## src/design/dswc_pkg.sv

```systemverilog
package dswc_pkg;

	// Default sizing
	localparam int unsigned DEF_MAX_WORD_BITS = 32;
	localparam int unsigned DEF_MAX_POSITIONS = 1024;

	// Register and field widths
	localparam int unsigned WORD_W    = 32;
	localparam int unsigned LEN_W     = 6;
	localparam int unsigned THR_W     = 6;
	localparam int unsigned POS_CFG_W = 11;
	localparam int unsigned LOC_W     = 10;
	localparam int unsigned PEAK_W    = 6;
	localparam int unsigned CFG_IDX_W = 3;

	// Popcount grouping: mismatch bits are counted in groups of eight
	localparam int unsigned GROUP_BITS = 8;
	localparam int unsigned GROUP_CW   = 4;

	// Register reset values
	localparam logic [LEN_W-1:0]     RST_WORD_LENGTH = 6'd32;
	localparam logic [THR_W-1:0]     RST_THRESHOLD   = 6'd24;
	localparam logic [POS_CFG_W-1:0] RST_POSITIONS   = 11'd1024;

	// Register indexes
	typedef enum logic [CFG_IDX_W-1:0] {
		REG_PRIMARY_WORD     = 3'd0,
		REG_SECONDARY_WORD   = 3'd1,
		REG_SECONDARY_ENABLE = 3'd2,
		REG_WORD_LENGTH      = 3'd3,
		REG_DETECT_THRESHOLD = 3'd4,
		REG_SEARCH_POSITIONS = 3'd5
	} dswc_reg_t;

	// Per-item control carried down the pipeline
	typedef struct packed {
		logic clr;    // block start: peak restarts from zero
		logic score;  // a complete window is present
		logic last;   // last window of the block, result due
	} dswc_ctl_t;

endpackage

```

## src/design/dswc_cell.sv

```systemverilog
// One window bit: shifts toward the oldest end and compares against both words
module dswc_cell (
	input  logic clk,
	input  logic arst_n,
	input  logic en,        // a bit is shifted into the window
	input  logic clr,       // window starts empty before this shift
	input  logic top,       // this cell is the newest position of the window
	input  logic keep,      // this cell lies inside the word length
	input  logic bit_in,    // received bit
	input  logic up_bit,    // neighbor one position newer
	input  logic pw_bit,
	input  logic sw_bit,
	output logic win_bit,
	output logic mis_p,
	output logic mis_s
);

	logic win_q;
	logic nxt;

	// Shift in, OR with the new bit at the top, mask beyond the length
	assign nxt = keep & ((top & bit_in) | (~clr & up_bit));

	always_ff @(posedge clk or negedge arst_n) begin
		if (!arst_n) begin
			win_q <= 1'b0;
		end else if (en) begin
			win_q <= nxt;
		end
	end

	assign win_bit = win_q;
	assign mis_p   = keep & (win_q ^ pw_bit);
	assign mis_s   = keep & (win_q ^ sw_bit);

endmodule

```

## src/design/dswc_score.sv

```systemverilog
// Two-stage mismatch count and score for both words
module dswc_score #(
	parameter int unsigned WB = dswc_pkg::DEF_MAX_WORD_BITS,
	parameter int unsigned PW = 10
) (
	input  logic                          clk,
	input  logic                          arst_n,
	input  logic                          adv,
	input  logic                          s1_valid,
	input  dswc_pkg::dswc_ctl_t           s1_ctl,
	input  logic [PW-1:0]                 s1_pos,
	input  logic [WB-1:0]                 mis_p,
	input  logic [WB-1:0]                 mis_s,
	input  logic [$clog2(WB+1)-1:0]       len,
	input  logic                          sec_en,
	output logic                          s3_valid,
	output dswc_pkg::dswc_ctl_t           s3_ctl,
	output logic [PW-1:0]                 s3_pos,
	output logic signed [$clog2(WB+1)+1:0] s3_sc_p,
	output logic signed [$clog2(WB+1)+1:0] s3_sc_s
);

	localparam int unsigned BW  = $clog2(WB+1);
	localparam int unsigned SW  = BW + 2;
	localparam int unsigned GB  = dswc_pkg::GROUP_BITS;
	localparam int unsigned GCW = dswc_pkg::GROUP_CW;
	localparam int unsigned NG  = (WB + GB - 1) / GB;
	localparam int unsigned PAD = NG * GB;

	logic [PAD-1:0]  mp_pad, ms_pad;
	logic [GCW-1:0]  grp_p [NG];
	logic [GCW-1:0]  grp_s [NG];
	logic [GCW-1:0]  grp_p_s2 [NG];
	logic [GCW-1:0]  grp_s_s2 [NG];
	logic            s2_valid;
	dswc_pkg::dswc_ctl_t s2_ctl;
	logic [PW-1:0]   s2_pos;
	logic [BW-1:0]   m_p, m_s;
	logic signed [SW-1:0] sc_p, sc_s;

	assign mp_pad = PAD'(mis_p);
	assign ms_pad = PAD'(mis_s);

	// Group popcounts
	always_comb begin
		for (int g = 0; g < NG; g++) begin
			grp_p[g] = '0;
			grp_s[g] = '0;
			for (int b = 0; b < GB; b++) begin
				grp_p[g] = grp_p[g] + GCW'(mp_pad[g*GB + b]);
				grp_s[g] = grp_s[g] + GCW'(ms_pad[g*GB + b]);
			end
		end
	end

	always_ff @(posedge clk or negedge arst_n) begin
		if (!arst_n) begin
			s2_valid <= 1'b0;
			s3_valid <= 1'b0;
		end else if (adv) begin
			s2_valid <= s1_valid;
			s3_valid <= s2_valid;
		end
	end

	always_ff @(posedge clk) begin
		if (adv) begin
			grp_p_s2 <= grp_p;
			grp_s_s2 <= grp_s;
			s2_ctl   <= s1_ctl;
			s2_pos   <= s1_pos;
			s3_ctl   <= s2_ctl;
			s3_pos   <= s2_pos;
			s3_sc_p  <= sc_p;
			s3_sc_s  <= sc_s;
		end
	end

	// Totals and score: length minus twice the mismatches
	always_comb begin
		m_p = '0;
		m_s = '0;
		for (int g = 0; g < NG; g++) begin
			m_p = m_p + BW'(grp_p_s2[g]);
			m_s = m_s + BW'(grp_s_s2[g]);
		end
		sc_p = $signed({2'b00, len}) - $signed({1'b0, m_p, 1'b0});
		sc_s = sec_en ? ($signed({2'b00, len}) - $signed({1'b0, m_s, 1'b0})) : '0;
	end

endmodule

```

## src/design/dswc_peak.sv

```systemverilog
// Running peak per block and the result register with its stall control
module dswc_peak #(
	parameter int unsigned WB = dswc_pkg::DEF_MAX_WORD_BITS,
	parameter int unsigned PW = 10
) (
	input  logic                           clk,
	input  logic                           arst_n,
	input  logic                           s3_valid,
	input  dswc_pkg::dswc_ctl_t            s3_ctl,
	input  logic [PW-1:0]                  s3_pos,
	input  logic signed [$clog2(WB+1)+1:0] s3_sc_p,
	input  logic signed [$clog2(WB+1)+1:0] s3_sc_s,
	input  logic [dswc_pkg::THR_W-1:0]     thr,
	output logic                           adv,
	output logic                           out_valid,
	input  logic                           out_ready,
	output logic                           out_found,
	output logic [dswc_pkg::LOC_W-1:0]     out_loc,
	output logic                           out_type,
	output logic [dswc_pkg::PEAK_W-1:0]    out_peak
);

	localparam int unsigned BW = $clog2(WB+1);

	logic [BW-1:0] best_q;
	logic [PW-1:0] loc_q;
	logic          type_q;
	logic          out_valid_q;
	logic [BW-1:0] b0, b1, b2;
	logic [PW-1:0] l0, l1, l2;
	logic          t0, t1, t2;
	logic          upd, emit;

	// Hold the pipeline only when a second result would meet a full output
	assign adv  = !(out_valid_q && !out_ready && s3_valid && s3_ctl.last);
	assign upd  = s3_valid && adv;
	assign emit = upd && s3_ctl.last;

	// Secondary word first, then primary; strict compare keeps earlier peak
	always_comb begin
		b0 = s3_ctl.clr ? '0 : best_q;
		l0 = s3_ctl.clr ? '0 : loc_q;
		t0 = s3_ctl.clr ? 1'b0 : type_q;
		b1 = b0; l1 = l0; t1 = t0;
		if (s3_ctl.score && (s3_sc_s > $signed({2'b00, b0}))) begin
			b1 = s3_sc_s[BW-1:0];
			l1 = s3_pos;
			t1 = 1'b1;
		end
		b2 = b1; l2 = l1; t2 = t1;
		if (s3_ctl.score && (s3_sc_p > $signed({2'b00, b1}))) begin
			b2 = s3_sc_p[BW-1:0];
			l2 = s3_pos;
			t2 = 1'b0;
		end
	end

	always_ff @(posedge clk or negedge arst_n) begin
		if (!arst_n) begin
			best_q      <= '0;
			loc_q       <= '0;
			type_q      <= 1'b0;
			out_valid_q <= 1'b0;
		end else begin
			if (upd) begin
				best_q <= b2;
				loc_q  <= l2;
				type_q <= t2;
			end
			if (emit) begin
				out_valid_q <= 1'b1;
			end else if (out_ready) begin
				out_valid_q <= 1'b0;
			end
		end
	end

	// Result payload
	always_ff @(posedge clk) begin
		if (emit) begin
			out_found <= (dswc_pkg::THR_W'(b2) >= thr);
			out_loc   <= dswc_pkg::LOC_W'(l2);
			out_type  <= t2;
			out_peak  <= dswc_pkg::PEAK_W'(b2);
		end
	end

	assign out_valid = out_valid_q;

	// A stall always means a result is waiting and another is ready behind it
	a_stall_cause: assert property (@(posedge clk) disable iff (!arst_n)
		!adv |-> (out_valid_q && s3_valid && s3_ctl.last))
		else $error("stall without a pending result");

	// The peak never exceeds the widest word
	a_best_range: assert property (@(posedge clk) disable iff (!arst_n)
		best_q <= BW'(WB))
		else $error("peak score out of range");

	// A result that leaves the last stage is presented next cycle
	a_emit_shows: assert property (@(posedge clk) disable iff (!arst_n)
		emit |=> out_valid_q)
		else $error("result lost at output register");

endmodule

```

## src/design/dual_sync_word_correlator_top.sv

```systemverilog
// Dual sync word correlator. Takes one received hard bit per transfer (tdata bit 0, with
// tuser bit 0 marking the first bit of a search block), keeps a window of the last
// word_length bits in a row of shift cells, and scores every window start against the
// primary and, if enabled, the secondary word as length minus twice the mismatches.
// After the last of search_positions windows one result transfer carries found,
// location, peak score and word type (in tuser). The block takes one bit every clock
// cycle while not held back; the result is registered through the window cell stage,
// the two popcount stages and the peak stage after the last bit's transfer. Input is
// held back only while one result waits at the output and the next result is due.
// The user must write registers via cfg_wr_en/cfg_index/cfg_data only while no block
// result is outstanding (unenforced); writing at a block boundary is the intended use.
module dual_sync_word_correlator_top #(
	parameter int unsigned MAX_WORD_BITS = dswc_pkg::DEF_MAX_WORD_BITS,
	parameter int unsigned MAX_POSITIONS = dswc_pkg::DEF_MAX_POSITIONS
) (
	input  logic                              clk,
	input  logic                              arst_n,
	input  logic                              s_axis_tvalid,
	output logic                              s_axis_tready,
	input  logic [7:0]                        s_axis_tdata,   // [0] rx_bit
	input  logic [0:0]                        s_axis_tuser,   // [0] block_start
	output logic                              m_axis_tvalid,
	input  logic                              m_axis_tready,
	output logic [23:0]                       m_axis_tdata,   // [0] found, [10:1] location,
	                                                          // [16:11] peak_score
	output logic [0:0]                        m_axis_tuser,   // [0] word_type
	input  logic                              cfg_wr_en,
	input  logic [dswc_pkg::CFG_IDX_W-1:0]    cfg_index,
	input  logic [dswc_pkg::WORD_W-1:0]       cfg_data
);

	localparam int unsigned WB = (MAX_WORD_BITS < dswc_pkg::WORD_W) ?
		MAX_WORD_BITS : dswc_pkg::WORD_W;
	localparam int unsigned LW = $clog2(WB+1);
	localparam int unsigned PW = $clog2(MAX_POSITIONS);
	localparam int unsigned CW = $clog2(MAX_POSITIONS + WB);
	localparam int unsigned XW = (CW > dswc_pkg::POS_CFG_W) ? CW : dswc_pkg::POS_CFG_W;

	// Configuration registers
	logic [dswc_pkg::WORD_W-1:0]    prim_q, sec_q;
	logic                           sen_q;
	logic [dswc_pkg::LEN_W-1:0]     wl_q;
	logic [dswc_pkg::THR_W-1:0]     thr_q;
	logic [dswc_pkg::POS_CFG_W-1:0] sp_q;

	always_ff @(posedge clk or negedge arst_n) begin
		if (!arst_n) begin
			prim_q <= '0;
			sec_q  <= '0;
			sen_q  <= 1'b0;
			wl_q   <= dswc_pkg::RST_WORD_LENGTH;
			thr_q  <= dswc_pkg::RST_THRESHOLD;
			sp_q   <= dswc_pkg::RST_POSITIONS;
		end else if (cfg_wr_en) begin
			unique case (cfg_index)
				dswc_pkg::REG_PRIMARY_WORD:     prim_q <= cfg_data;
				dswc_pkg::REG_SECONDARY_WORD:   sec_q  <= cfg_data;
				dswc_pkg::REG_SECONDARY_ENABLE: sen_q  <= cfg_data[0];
				dswc_pkg::REG_WORD_LENGTH:      wl_q   <= cfg_data[dswc_pkg::LEN_W-1:0];
				dswc_pkg::REG_DETECT_THRESHOLD: thr_q  <= cfg_data[dswc_pkg::THR_W-1:0];
				dswc_pkg::REG_SEARCH_POSITIONS: sp_q   <= cfg_data[dswc_pkg::POS_CFG_W-1:0];
				default: ;
			endcase
		end
	end

	// Effective length and position count, clamped to their limits
	logic [LW-1:0] len, len_m1;
	logic [XW-1:0] sp_x, pos_x;
	logic [CW-1:0] pos_eff, total;

	always_comb begin
		if (wl_q == '0) begin
			len = LW'(1);
		end else if (wl_q > dswc_pkg::LEN_W'(WB)) begin
			len = LW'(WB);
		end else begin
			len = LW'(wl_q);
		end
		sp_x = XW'(sp_q);
		if (sp_x == '0) begin
			pos_x = XW'(1);
		end else if (sp_x > XW'(MAX_POSITIONS)) begin
			pos_x = XW'(MAX_POSITIONS);
		end else begin
			pos_x = sp_x;
		end
		pos_eff = CW'(pos_x);
		total   = pos_eff + CW'(len) - CW'(1);
		len_m1  = len - LW'(1);
	end

	// Bit counter and per-transfer control
	logic          adv, accept, blk_start, ignore, win_en;
	logic [CW-1:0] seen_q, seen0, seen_new;
	logic          s1_valid;
	dswc_pkg::dswc_ctl_t s1_ctl, ctl_new;
	logic [PW-1:0] s1_pos;

	assign s_axis_tready = adv;
	assign accept    = s_axis_tvalid && adv;
	assign blk_start = s_axis_tuser[0];
	assign seen0     = blk_start ? '0 : seen_q;
	assign ignore    = (seen0 >= total);
	assign seen_new  = seen0 + CW'(1);
	assign win_en    = accept && !ignore;

	always_comb begin
		ctl_new.clr   = blk_start;
		ctl_new.score = !ignore && (seen_new >= CW'(len));
		ctl_new.last  = !ignore && (seen_new == total);
	end

	always_ff @(posedge clk or negedge arst_n) begin
		if (!arst_n) begin
			seen_q   <= '0;
			s1_valid <= 1'b0;
		end else begin
			if (accept) begin
				seen_q <= ignore ? seen0 : seen_new;
			end
			if (adv) begin
				s1_valid <= accept;
			end
		end
	end

	always_ff @(posedge clk) begin
		if (accept) begin
			s1_ctl <= ctl_new;
			s1_pos <= PW'(seen_new - CW'(len));
		end
	end

	// Row of window cells
	logic [WB-1:0] win, mis_p, mis_s;

	for (genvar j = 0; j < WB; j++) begin : g_cell
		localparam logic [LW-1:0] JV = LW'(j);
		logic up;
		if (j + 1 < WB) begin : g_up
			assign up = win[j+1];
		end else begin : g_end
			assign up = 1'b0;
		end
		dswc_cell u_cell (
			.clk     (clk),
			.arst_n  (arst_n),
			.en      (win_en),
			.clr     (blk_start),
			.top     (len_m1 == JV),
			.keep    (JV < len),
			.bit_in  (s_axis_tdata[0]),
			.up_bit  (up),
			.pw_bit  (prim_q[j]),
			.sw_bit  (sec_q[j]),
			.win_bit (win[j]),
			.mis_p   (mis_p[j]),
			.mis_s   (mis_s[j])
		);
	end

	// Scoring stages
	logic                 s3_valid;
	dswc_pkg::dswc_ctl_t  s3_ctl;
	logic [PW-1:0]        s3_pos;
	logic signed [LW+1:0] s3_sc_p, s3_sc_s;

	dswc_score #(.WB(WB), .PW(PW)) u_score (
		.clk      (clk),
		.arst_n   (arst_n),
		.adv      (adv),
		.s1_valid (s1_valid),
		.s1_ctl   (s1_ctl),
		.s1_pos   (s1_pos),
		.mis_p    (mis_p),
		.mis_s    (mis_s),
		.len      (len),
		.sec_en   (sen_q),
		.s3_valid (s3_valid),
		.s3_ctl   (s3_ctl),
		.s3_pos   (s3_pos),
		.s3_sc_p  (s3_sc_p),
		.s3_sc_s  (s3_sc_s)
	);

	// Peak tracking and result
	logic                            r_found, r_type;
	logic [dswc_pkg::LOC_W-1:0]      r_loc;
	logic [dswc_pkg::PEAK_W-1:0]     r_peak;

	dswc_peak #(.WB(WB), .PW(PW)) u_peak (
		.clk       (clk),
		.arst_n    (arst_n),
		.s3_valid  (s3_valid),
		.s3_ctl    (s3_ctl),
		.s3_pos    (s3_pos),
		.s3_sc_p   (s3_sc_p),
		.s3_sc_s   (s3_sc_s),
		.thr       (thr_q),
		.adv       (adv),
		.out_valid (m_axis_tvalid),
		.out_ready (m_axis_tready),
		.out_found (r_found),
		.out_loc   (r_loc),
		.out_type  (r_type),
		.out_peak  (r_peak)
	);

	assign m_axis_tdata = {7'd0, r_peak, r_loc, r_found};
	assign m_axis_tuser = r_type;

endmodule

```

## config.mk

```make
export PLATFORM = sky130hd
export DESIGN_NAME = dual_sync_word_correlator_top
export DESIGN_NICKNAME = d
export VERILOG_FILES = /design/src/design/dswc_pkg.sv /design/src/design/dswc_cell.sv /design/src/design/dswc_score.sv /design/src/design/dswc_peak.sv /design/src/design/dual_sync_word_correlator_top.sv
export SDC_FILE = /design/constraint.sdc
export NUM_CORES = 1
export LEC_CHECK = 0
export BUFFER_PORTS_ARGS = -buffer_cell sky130_fd_sc_hd__buf_2
export CAP_MARGIN = 40
export CORE_MARGIN = 2
export CORE_UTILIZATION = 50
export DETAILED_ROUTE_END_ITERATION = 7
export PLACE_DENSITY = 0.67
export SLEW_MARGIN = 20
export SYNTH_ARGS = -nofsm -noshare
export SYNTH_HDL_FRONTEND = slang
export SYNTH_SLANG_ARGS = --single-unit
```

## constraint.sdc

```tcl
create_clock -name clk -period 5.5 [get_ports clk]
set_clock_uncertainty 0.05 [all_clocks]
set_input_delay 0.825 -clock clk [delete_from_list [all_inputs] [get_ports clk]]
set_output_delay 0.825 -clock clk [all_outputs]
set_load 0.05 [all_outputs]
```

Word-level counts from Yosys, hierarchy flattened
Index checks and enable logic that the tools add are counted.
{"block": "op_classes", "n_addsub": 69, "order_cmp": 39, "eq_ne": 37, "mux": 17, "bitwise": 255, "reduce_logical": 25}
{"op": "4-bit by 1-bit adder with 4-bit output", "n": 48}
{"op": "1-bit bitwise AND", "n": 159}
{"op": "6-bit by 5-bit equality test with 1-bit output, second input constant", "n": 16}
{"op": "5-bit by 6-bit less-than comparator with 1-bit output, first input constant", "n": 16}
{"op": "1-bit bitwise XOR", "n": 64}
{"op": "6-bit by 4-bit equality test with 1-bit output, second input constant", "n": 8}
{"op": "4-bit by 6-bit less-than comparator with 1-bit output, first input constant", "n": 8}
{"op": "11-bit 2-to-1 mux", "n": 4}
{"op": "1-bit bitwise OR", "n": 31}
{"op": "10-bit 2-to-1 mux", "n": 3}
{"op": "6-bit 2-to-1 mux", "n": 5}
{"op": "6-bit by 4-bit adder with 6-bit output", "n": 4}
{"op": "6-bit by 3-bit equality test with 1-bit output, second input constant", "n": 4}
{"op": "3-bit by 6-bit less-than comparator with 1-bit output, first input constant", "n": 4}
{"op": "1-bit by 1-bit adder with 2-bit output", "n": 8}
{"op": "8-bit by 7-bit > comparator with 1-bit output", "n": 2}
{"op": "6-bit by 7-bit subtractor with 8-bit output", "n": 2}
{"op": "6-bit by 2-bit equality test with 1-bit output, second input constant", "n": 2}
{"op": "6-bit zero test", "n": 2}
{"op": "1-bit by 6-bit less-than comparator with 1-bit output, first input constant", "n": 2}
{"op": "2-bit by 6-bit less-than comparator with 1-bit output, first input constant", "n": 2}
{"op": "2-bit AND reduction", "n": 6}
{"op": "11-bit by 1-bit adder with 11-bit output, second input constant", "n": 1}
{"op": "11-bit by 6-bit adder with 11-bit output", "n": 1}
{"op": "21 further kinds", "n": 40}
{"block": "word_totals", "ff_bits": 257, "input_bits": 49, "output_inout_bits": 27}

Longest topological paths before layout
{"block": "logic_depth", "ltp_word": 12, "depth_mapped": 23, "mapped_depth_nobuf": 21}

Modules after synthesis
From an unflattened synthesis, not the netlist that was laid out.
{"block": "hier_totals", "hier_cells": 1446, "hier_area_um2": 15760.1}
{"mod": "dual_sync_word_correlator_top", "instances": 1, "cells_each": 579, "area_each_um2": 6311.1, "seq_area_each_um2": 2897.8}
{"mod": "dswc_score", "instances": 1, "cells_each": 367, "area_each_um2": 4798.4, "seq_area_each_um2": 2272.2}
{"mod": "dswc_cell", "instances": 32, "cells_each": 10, "area_each_um2": 80.1, "seq_area_each_um2": 25.0}
{"mod": "dswc_peak", "instances": 1, "cells_each": 180, "area_each_um2": 2088.3, "seq_area_each_um2": 991.0}

Worst setup path after synthesis
No wires, ideal clock.
{"block": "synth_path", "kind": "input-to-reg", "start": "input m_axis_tready", "end": "register g_cell[28].u_cell.win_q", "setup_time_ps": 110, "arrival_ps": 5138, "t_required_ps": 5340, "setup_slack_ps": 202, "stages": 9, "path_buffers": 2, "cell_sequence": "nor2b_1 > nand3_1 > nand2_1 > inv_1 > o211ai_1 > buf_2 > buf_1 > nand2_1 > o41ai_1"}
{"block": "synth_via", "elab_chain_cells": 7}
{"element": "start: declaration", "line_no": "dual_sync_word_correlator_top.sv:23", "rtl": "input logic m_axis_tready,"}
{"element": "1-bit zero test", "line_no": "dswc_peak.sv:35", "rtl": "assign adv = !(out_valid_q && !out_ready && s3_valid && s3_ctl.last);"}
{"element": "1-bit logical AND (3 in a row)", "line_no": "dswc_peak.sv:35"}
{"element": "1-bit zero test", "line_no": "dswc_peak.sv:35"}
{"element": "named net s_axis_tready", "line_no": "dual_sync_word_correlator_top.sv:19", "rtl": "output logic s_axis_tready,"}
{"element": "1-bit logical AND", "line_no": "dual_sync_word_correlator_top.sv:101", "rtl": "assign accept = s_axis_tvalid && adv;"}
{"element": "named net accept", "line_no": "dual_sync_word_correlator_top.sv:94", "rtl": "logic adv, accept, blk_start, ignore, win_en;"}
{"element": "1-bit logical AND", "line_no": "dual_sync_word_correlator_top.sv:106", "rtl": "assign win_en = accept && !ignore;"}
{"element": "end signal: assignment", "line_no": "dswc_cell.sv:28", "rtl": "win_q <= nxt;"}
{"element": "end: declaration", "line_no": "dswc_cell.sv:18", "rtl": "logic win_q;"}
The timed path passes the listed nets, and every way through them passes these cells.
A chain may end at the register's enable or synchronous reset.

Final worst setup path
{"block": "layout_path", "start": "register, netlist name u_score.s3_ctl[2]", "end": "register u_peak.out_found (data pin)"}
{"block": "layout_via", "elab_chain_cells": 8}
{"element": "6-bit 2-to-1 mux *", "line_no": "dswc_peak.sv:41", "rtl": "b0 = s3_ctl.clr ? '0 : best_q;"}
{"element": "8-bit by 7-bit > comparator with 1-bit output", "line_no": "dswc_peak.sv:45", "rtl": "if (s3_ctl.score && (s3_sc_s > $signed({2'b00, b0}))) begin"}
{"element": "1-bit logical AND", "line_no": "dswc_peak.sv:45"}
{"element": "6-bit 2-to-1 mux *", "line_no": "dswc_peak.sv:45"}
{"element": "8-bit by 7-bit > comparator with 1-bit output", "line_no": "dswc_peak.sv:51", "rtl": "if (s3_ctl.score && (s3_sc_p > $signed({2'b00, b1}))) begin"}
{"element": "1-bit logical AND", "line_no": "dswc_peak.sv:51"}
{"element": "6-bit 2-to-1 mux *", "line_no": "dswc_peak.sv:51"}
{"element": "6-bit >= comparator *", "line_no": "dswc_peak.sv:81", "rtl": "out_found <= (dswc_pkg::THR_W'(b2) >= thr);"}
{"element": "end signal: assignment", "line_no": "dswc_peak.sv:81"}
{"element": "end: declaration", "line_no": "dswc_peak.sv:17", "rtl": "output logic out_found,"}
Mark *: on every way between the ends. The rest lies on a longest branch, timed or not.

==> results_dict.tcl <==
set metrics [dict create \
    outcome "finished clean" \
    routed-via-count 10600 \
    postRouteAntennaNets 0 \
    die_area_um2 32400 \
    mean_instance_size_in_the_synthesized_netlist_um2 10.8 \
    place.gp.congestion 0.923 \
    top_level_ports 76 \
    synthArstFlopShare_pct 59.1 \
    global_route.usage.total_pct 20.7 \
    ctsHoldBuffers 0 \
    syn_area_um2 15500 \
    timing.final.crit_share_pct 93.4 \
    signal_arrival_time_at_the_worst_endpoint_ns 5.40 \
    clk_transition_reported_paths_ns 0.06 \
    pwr_density_cell_nw_per_um2 585 \
    worst_ep_required_time_ns 5.77 \
    grt_setup_unrepaired "false" \
    floorplan.die.height_um 180 \
    crit_end_category "flop" \
    grt_antenna_before_repair 0 \
    cts_htree_levels 1 \
    timing_worst_slew_pin_value_ns 0.783 \
    setup_viol 0 \
    r2r-end "u_peak.out_found" \
    antenna_diode_count 0 \
    clock_sinks 257 \
    post_route_cells_drive_above_1_share_pct 16.8 \
    syn2layout_area_growth_pct 11.6 \
    critPathLaunchType "flop" \
    slew_violations 0 \
    worst_slew_margin_rel_pct 47.5 \
    remaining_drc_errors 0 \
    grt_pass1_vias 10500 \
    post-place-ws_ns 0.0305 \
    ys_seq_elements 257 \
    clock_insertion_delay_worst_skew_ns 0.56 \
    reg2reg_slack_ns 0.37 \
    place.port_buffers 61 \
    max_clock_freq_mhz 195 \
    vdd_drop_max_uv 384 \
    cts_tree "yes" \
    totalNegativeSetupSlack_ns 0 \
    hold_viol 0 \
    total_clock_buffers_created_by_cts 28 \
    regToRegStartpoint "u_score.s3_ctl[2]" \
    sequential_cell_area_fraction_in_the_yosys_report_pct 44.9 \
    initial_core_util_pct 50.7 \
    synthesis.yosys.warnings 0 \
    post_drt_wl_per_cell_um 17.2 \
    global_route_total_overflow 0 \
    worst_slack_ns 0.365 \
    row_count 64 \
    routed_wire_length_um 33100 \
    critical_path_peak_fanout 10 \
    maximum_number_of_pins_on_one_net_before_global_route_repair 67 \
    hpwlAfterDp_um 24800 \
    syn-instance-count 1432 \
    core_area_um2 30600 \
    power.static_leakage_nw 7.82 \
    yosys.area.top_type "sky130_fd_sc_hd__dfrtp_1" \
    finish.net_count 1704 \
    r2r.worst_path.cells 21 \
    grt_first_pass_wirelength_um 54400 \
    synth_top_area_share_pct 23.9 \
    drtIter0Drc 691 \
    period_needed_ns 5.13 \
    synthFlopType "sky130_fd_sc_hd__dfrtp_1" \
    buffer_type_at_the_clock_tree_root "sky130_fd_sc_hd__clkbuf_16" \
    die_width_um 180 \
    ys_top_cells_by_area "sky130_fd_sc_hd__dfrtp_1 24%, sky130_fd_sc_hd__edfxtp_1 20%, sky130_fd_sc_hd__ha_1 8.2%" \
    cap_viol_max_count 0 \
    post_synth_num_cell_types 74 \
    detail_route.vias_per_cell 5.52 \
    kind_of_path_behind_the_tightest_hold_check "in -> async" \
    detail_route.first_pass.iterations 6 \
    edff_count_synth 105 \
    setup.worst_path.class "reg -> reg" \
    clk_path_buf_depth 3 \
]
==> cell usage in the layout (no fill, tap or decap), types with 5 or more instances in the layout <==
master,netlist,layout
sky130_fd_sc_hd__inv_1,158,157
sky130_fd_sc_hd__dfrtp_1,148,148
sky130_fd_sc_hd__nand2_1,131,131
sky130_fd_sc_hd__edfxtp_1,105,105
sky130_fd_sc_hd__ha_1,101,101
sky130_fd_sc_hd__mux2_2,90,90
sky130_fd_sc_hd__nor2_1,88,88
sky130_fd_sc_hd__buf_2,16,63
sky130_fd_sc_hd__o21ai_0,60,60
sky130_fd_sc_hd__xnor2_1,56,56
sky130_fd_sc_hd__a21oi_1,55,54
sky130_fd_sc_hd__xor2_1,53,53
sky130_fd_sc_hd__fa_1,48,48
sky130_fd_sc_hd__nor2b_1,29,29
sky130_fd_sc_hd__clkbuf_16,0,28
sky130_fd_sc_hd__a21o_1,26,26
sky130_fd_sc_hd__buf_4,8,25
sky130_fd_sc_hd__a22oi_1,24,24
sky130_fd_sc_hd__o31ai_1,23,23
sky130_fd_sc_hd__nand2b_1,17,17
sky130_fd_sc_hd__nand3_1,13,12
sky130_fd_sc_hd__nor3_1,11,11
sky130_fd_sc_hd__a22o_1,11,11
sky130_fd_sc_hd__a32o_1,10,10
sky130_fd_sc_hd__nand4_1,9,9
sky130_fd_sc_hd__o211ai_1,9,9
sky130_fd_sc_hd__and2_1,8,8
sky130_fd_sc_hd__o21a_1,8,8
sky130_fd_sc_hd__clkinv_2,0,8
sky130_fd_sc_hd__conb_1,1,7
sky130_fd_sc_hd__or3_1,5,5
==> power by group <==
group	switching [mW]	internal [mW]	total [mW]
registers	0.272	2.73	3.00
clock network	0.776	1.03	1.80
logic	3.00	2.31	5.31
==> critical path, stage by stage, from the launching register on <==
cell and delay, ns:
sky130_fd_sc_hd__edfxtp_1 0.45, sky130_fd_sc_hd__buf_4 0.17, sky130_fd_sc_hd__nor2b_1 0.15, sky130_fd_sc_hd__ha_1 0.25, sky130_fd_sc_hd__nand4_1 0.09, sky130_fd_sc_hd__nor3_1 0.05
sky130_fd_sc_hd__a2111o_1 0.40, sky130_fd_sc_hd__a21oi_2 0.16, sky130_fd_sc_hd__buf_6 0.17, sky130_fd_sc_hd__mux2_2 0.38, sky130_fd_sc_hd__ha_1 0.32, sky130_fd_sc_hd__a2111o_1 0.43
sky130_fd_sc_hd__o21ai_1 0.24, sky130_fd_sc_hd__buf_4 0.18, sky130_fd_sc_hd__mux2i_1 0.18, sky130_fd_sc_hd__ha_1 0.24, sky130_fd_sc_hd__nand2b_1 0.14, sky130_fd_sc_hd__a21o_1 0.18
sky130_fd_sc_hd__a21o_1 0.17, sky130_fd_sc_hd__a21o_1 0.18, sky130_fd_sc_hd__a21o_1 0.17, sky130_fd_sc_hd__a21o_1 0.17
==> through the flow <==
stage               area (um2)  power (mW)  util (%)  hold WS, ns  std cells
floorplan                15500        6.95         -        0.350       1438
global placement         16300        8.14      53.2        0.354       1863
detailed placement       16300        8.30      53.4        0.355       1867
CTS                      17200        10.1      56.4        0.132       1919
global route             17300        11.1      56.5        0.154       1924
finish                   17300        10.1      56.5        0.140       1924
==> cell usage after synthesis (all sizes together) (3+ instances only) <==
master / instances
inv: 158
dfrtp: 148
nand2: 132
edfxtp: 105
ha: 101
mux2: 90
nor2: 88
o21ai: 64
a21oi: 60
xnor2: 56
xor2: 54
fa: 48
buf: 29
nor2b: 29
a21o: 26
clkbuf: 26
a22oi: 24
o31ai: 24
nand2b: 17
nand3: 15
a22o: 11
nor3: 11
a32o: 10
nand4: 9
o211ai: 9
and2: 8
o21a: 8
nor3b: 6
or3: 5
dfstp: 4
a21boi: 3
a31oi: 3
a32oi: 3
and3: 3
nand3b: 3
nor4: 3
==> cell families (layout without fill, tap and decap cells) <==
logic type	after synthesis	in the layout	synth area share [%]
AOI/OAI and AO/OA	270	270	11.8
xor gates and xnor gates	111	111	6.41
adders and majority gates	149	149	14.4
buffers and inverters	213	303	5.48
DFF	257	257	44.9
muxes	91	91	6.60
other	1	7	0.0242
and+or+nand+nor	340	340	10.4
==> layer usage <==
metal / GRT usage, % / share of wire (%)
met5: 0 / 0
met4: 6.03 / 2.6
met1: 30.4 / 47
met2: 31.9 / 45
met3: 3.11 / 5.8
==> how the worst max path moves through the flow <==
stage | from | depth (start not counted) | to | slack [ns]
5_1_grt | u_score.s3_ctl[2] | 23 | u_peak.out_found | 0.02
6_report | u_score.s3_ctl[2] | 21 | u_peak.out_found | 0.37
2_1_floorplan | m_axis_tready | 9 | g_cell[28].u_cell.win_bit | 0.20
3_5_place_dp | u_score.s3_ctl[2] | 22 | u_peak.out_found | 0.03
4_1_cts | u_score.s3_ctl[2] | 22 | u_peak.out_found | 0.08
3_3_place_gp | u_score.s3_ctl[2] | 22 | u_peak.out_found | 0.19
==> state kept, by name (all words and copies together), names as in the netlist, 3 cells and up <==
signal                 flops
u_score.s2_pos            10
s1_pos                    10
wl_q                       6
u_score.s3_ctl             3
g_cell.u_cell.win_bit     32
u_score.s3_sc_s            8
u_peak.loc_q              10
seen_q                    11
u_peak.best_q              6
u_score.grp_p_s2          16
u_peak.out_loc            10
thr_q                      6
u_score.grp_s_s2          16
u_score.s3_sc_p            8
sec_q                     32
u_score.s3_pos            10
u_score.s2_ctl             3
prim_q                    32
sp_q                      11
s1_ctl                     3
u_peak.out_peak            6
==> timing repair <==
| action | CTS | global route |
|---|---|---|
| pin swaps | 0 | 1 |
| resized for setup | 1 | 5 |
| setup buffers | 0 | 4 |
| endpoints found under the setup margin | 1 | 1 |
| cloned | 0 | 1 |
==> final cells by class <==
type / instances / area, um2
fill: 2645 / 13300
clock buffer: 34 / 753
clock inverter: 18 / 150
tap: 396 / 495
multi-input combinational: 968 / 7740
inverter: 158 / 593
timing repair buffer: 93 / 601
sequential: 257 / 6960
No activity file was read; power rests on OpenSTA's default activity.
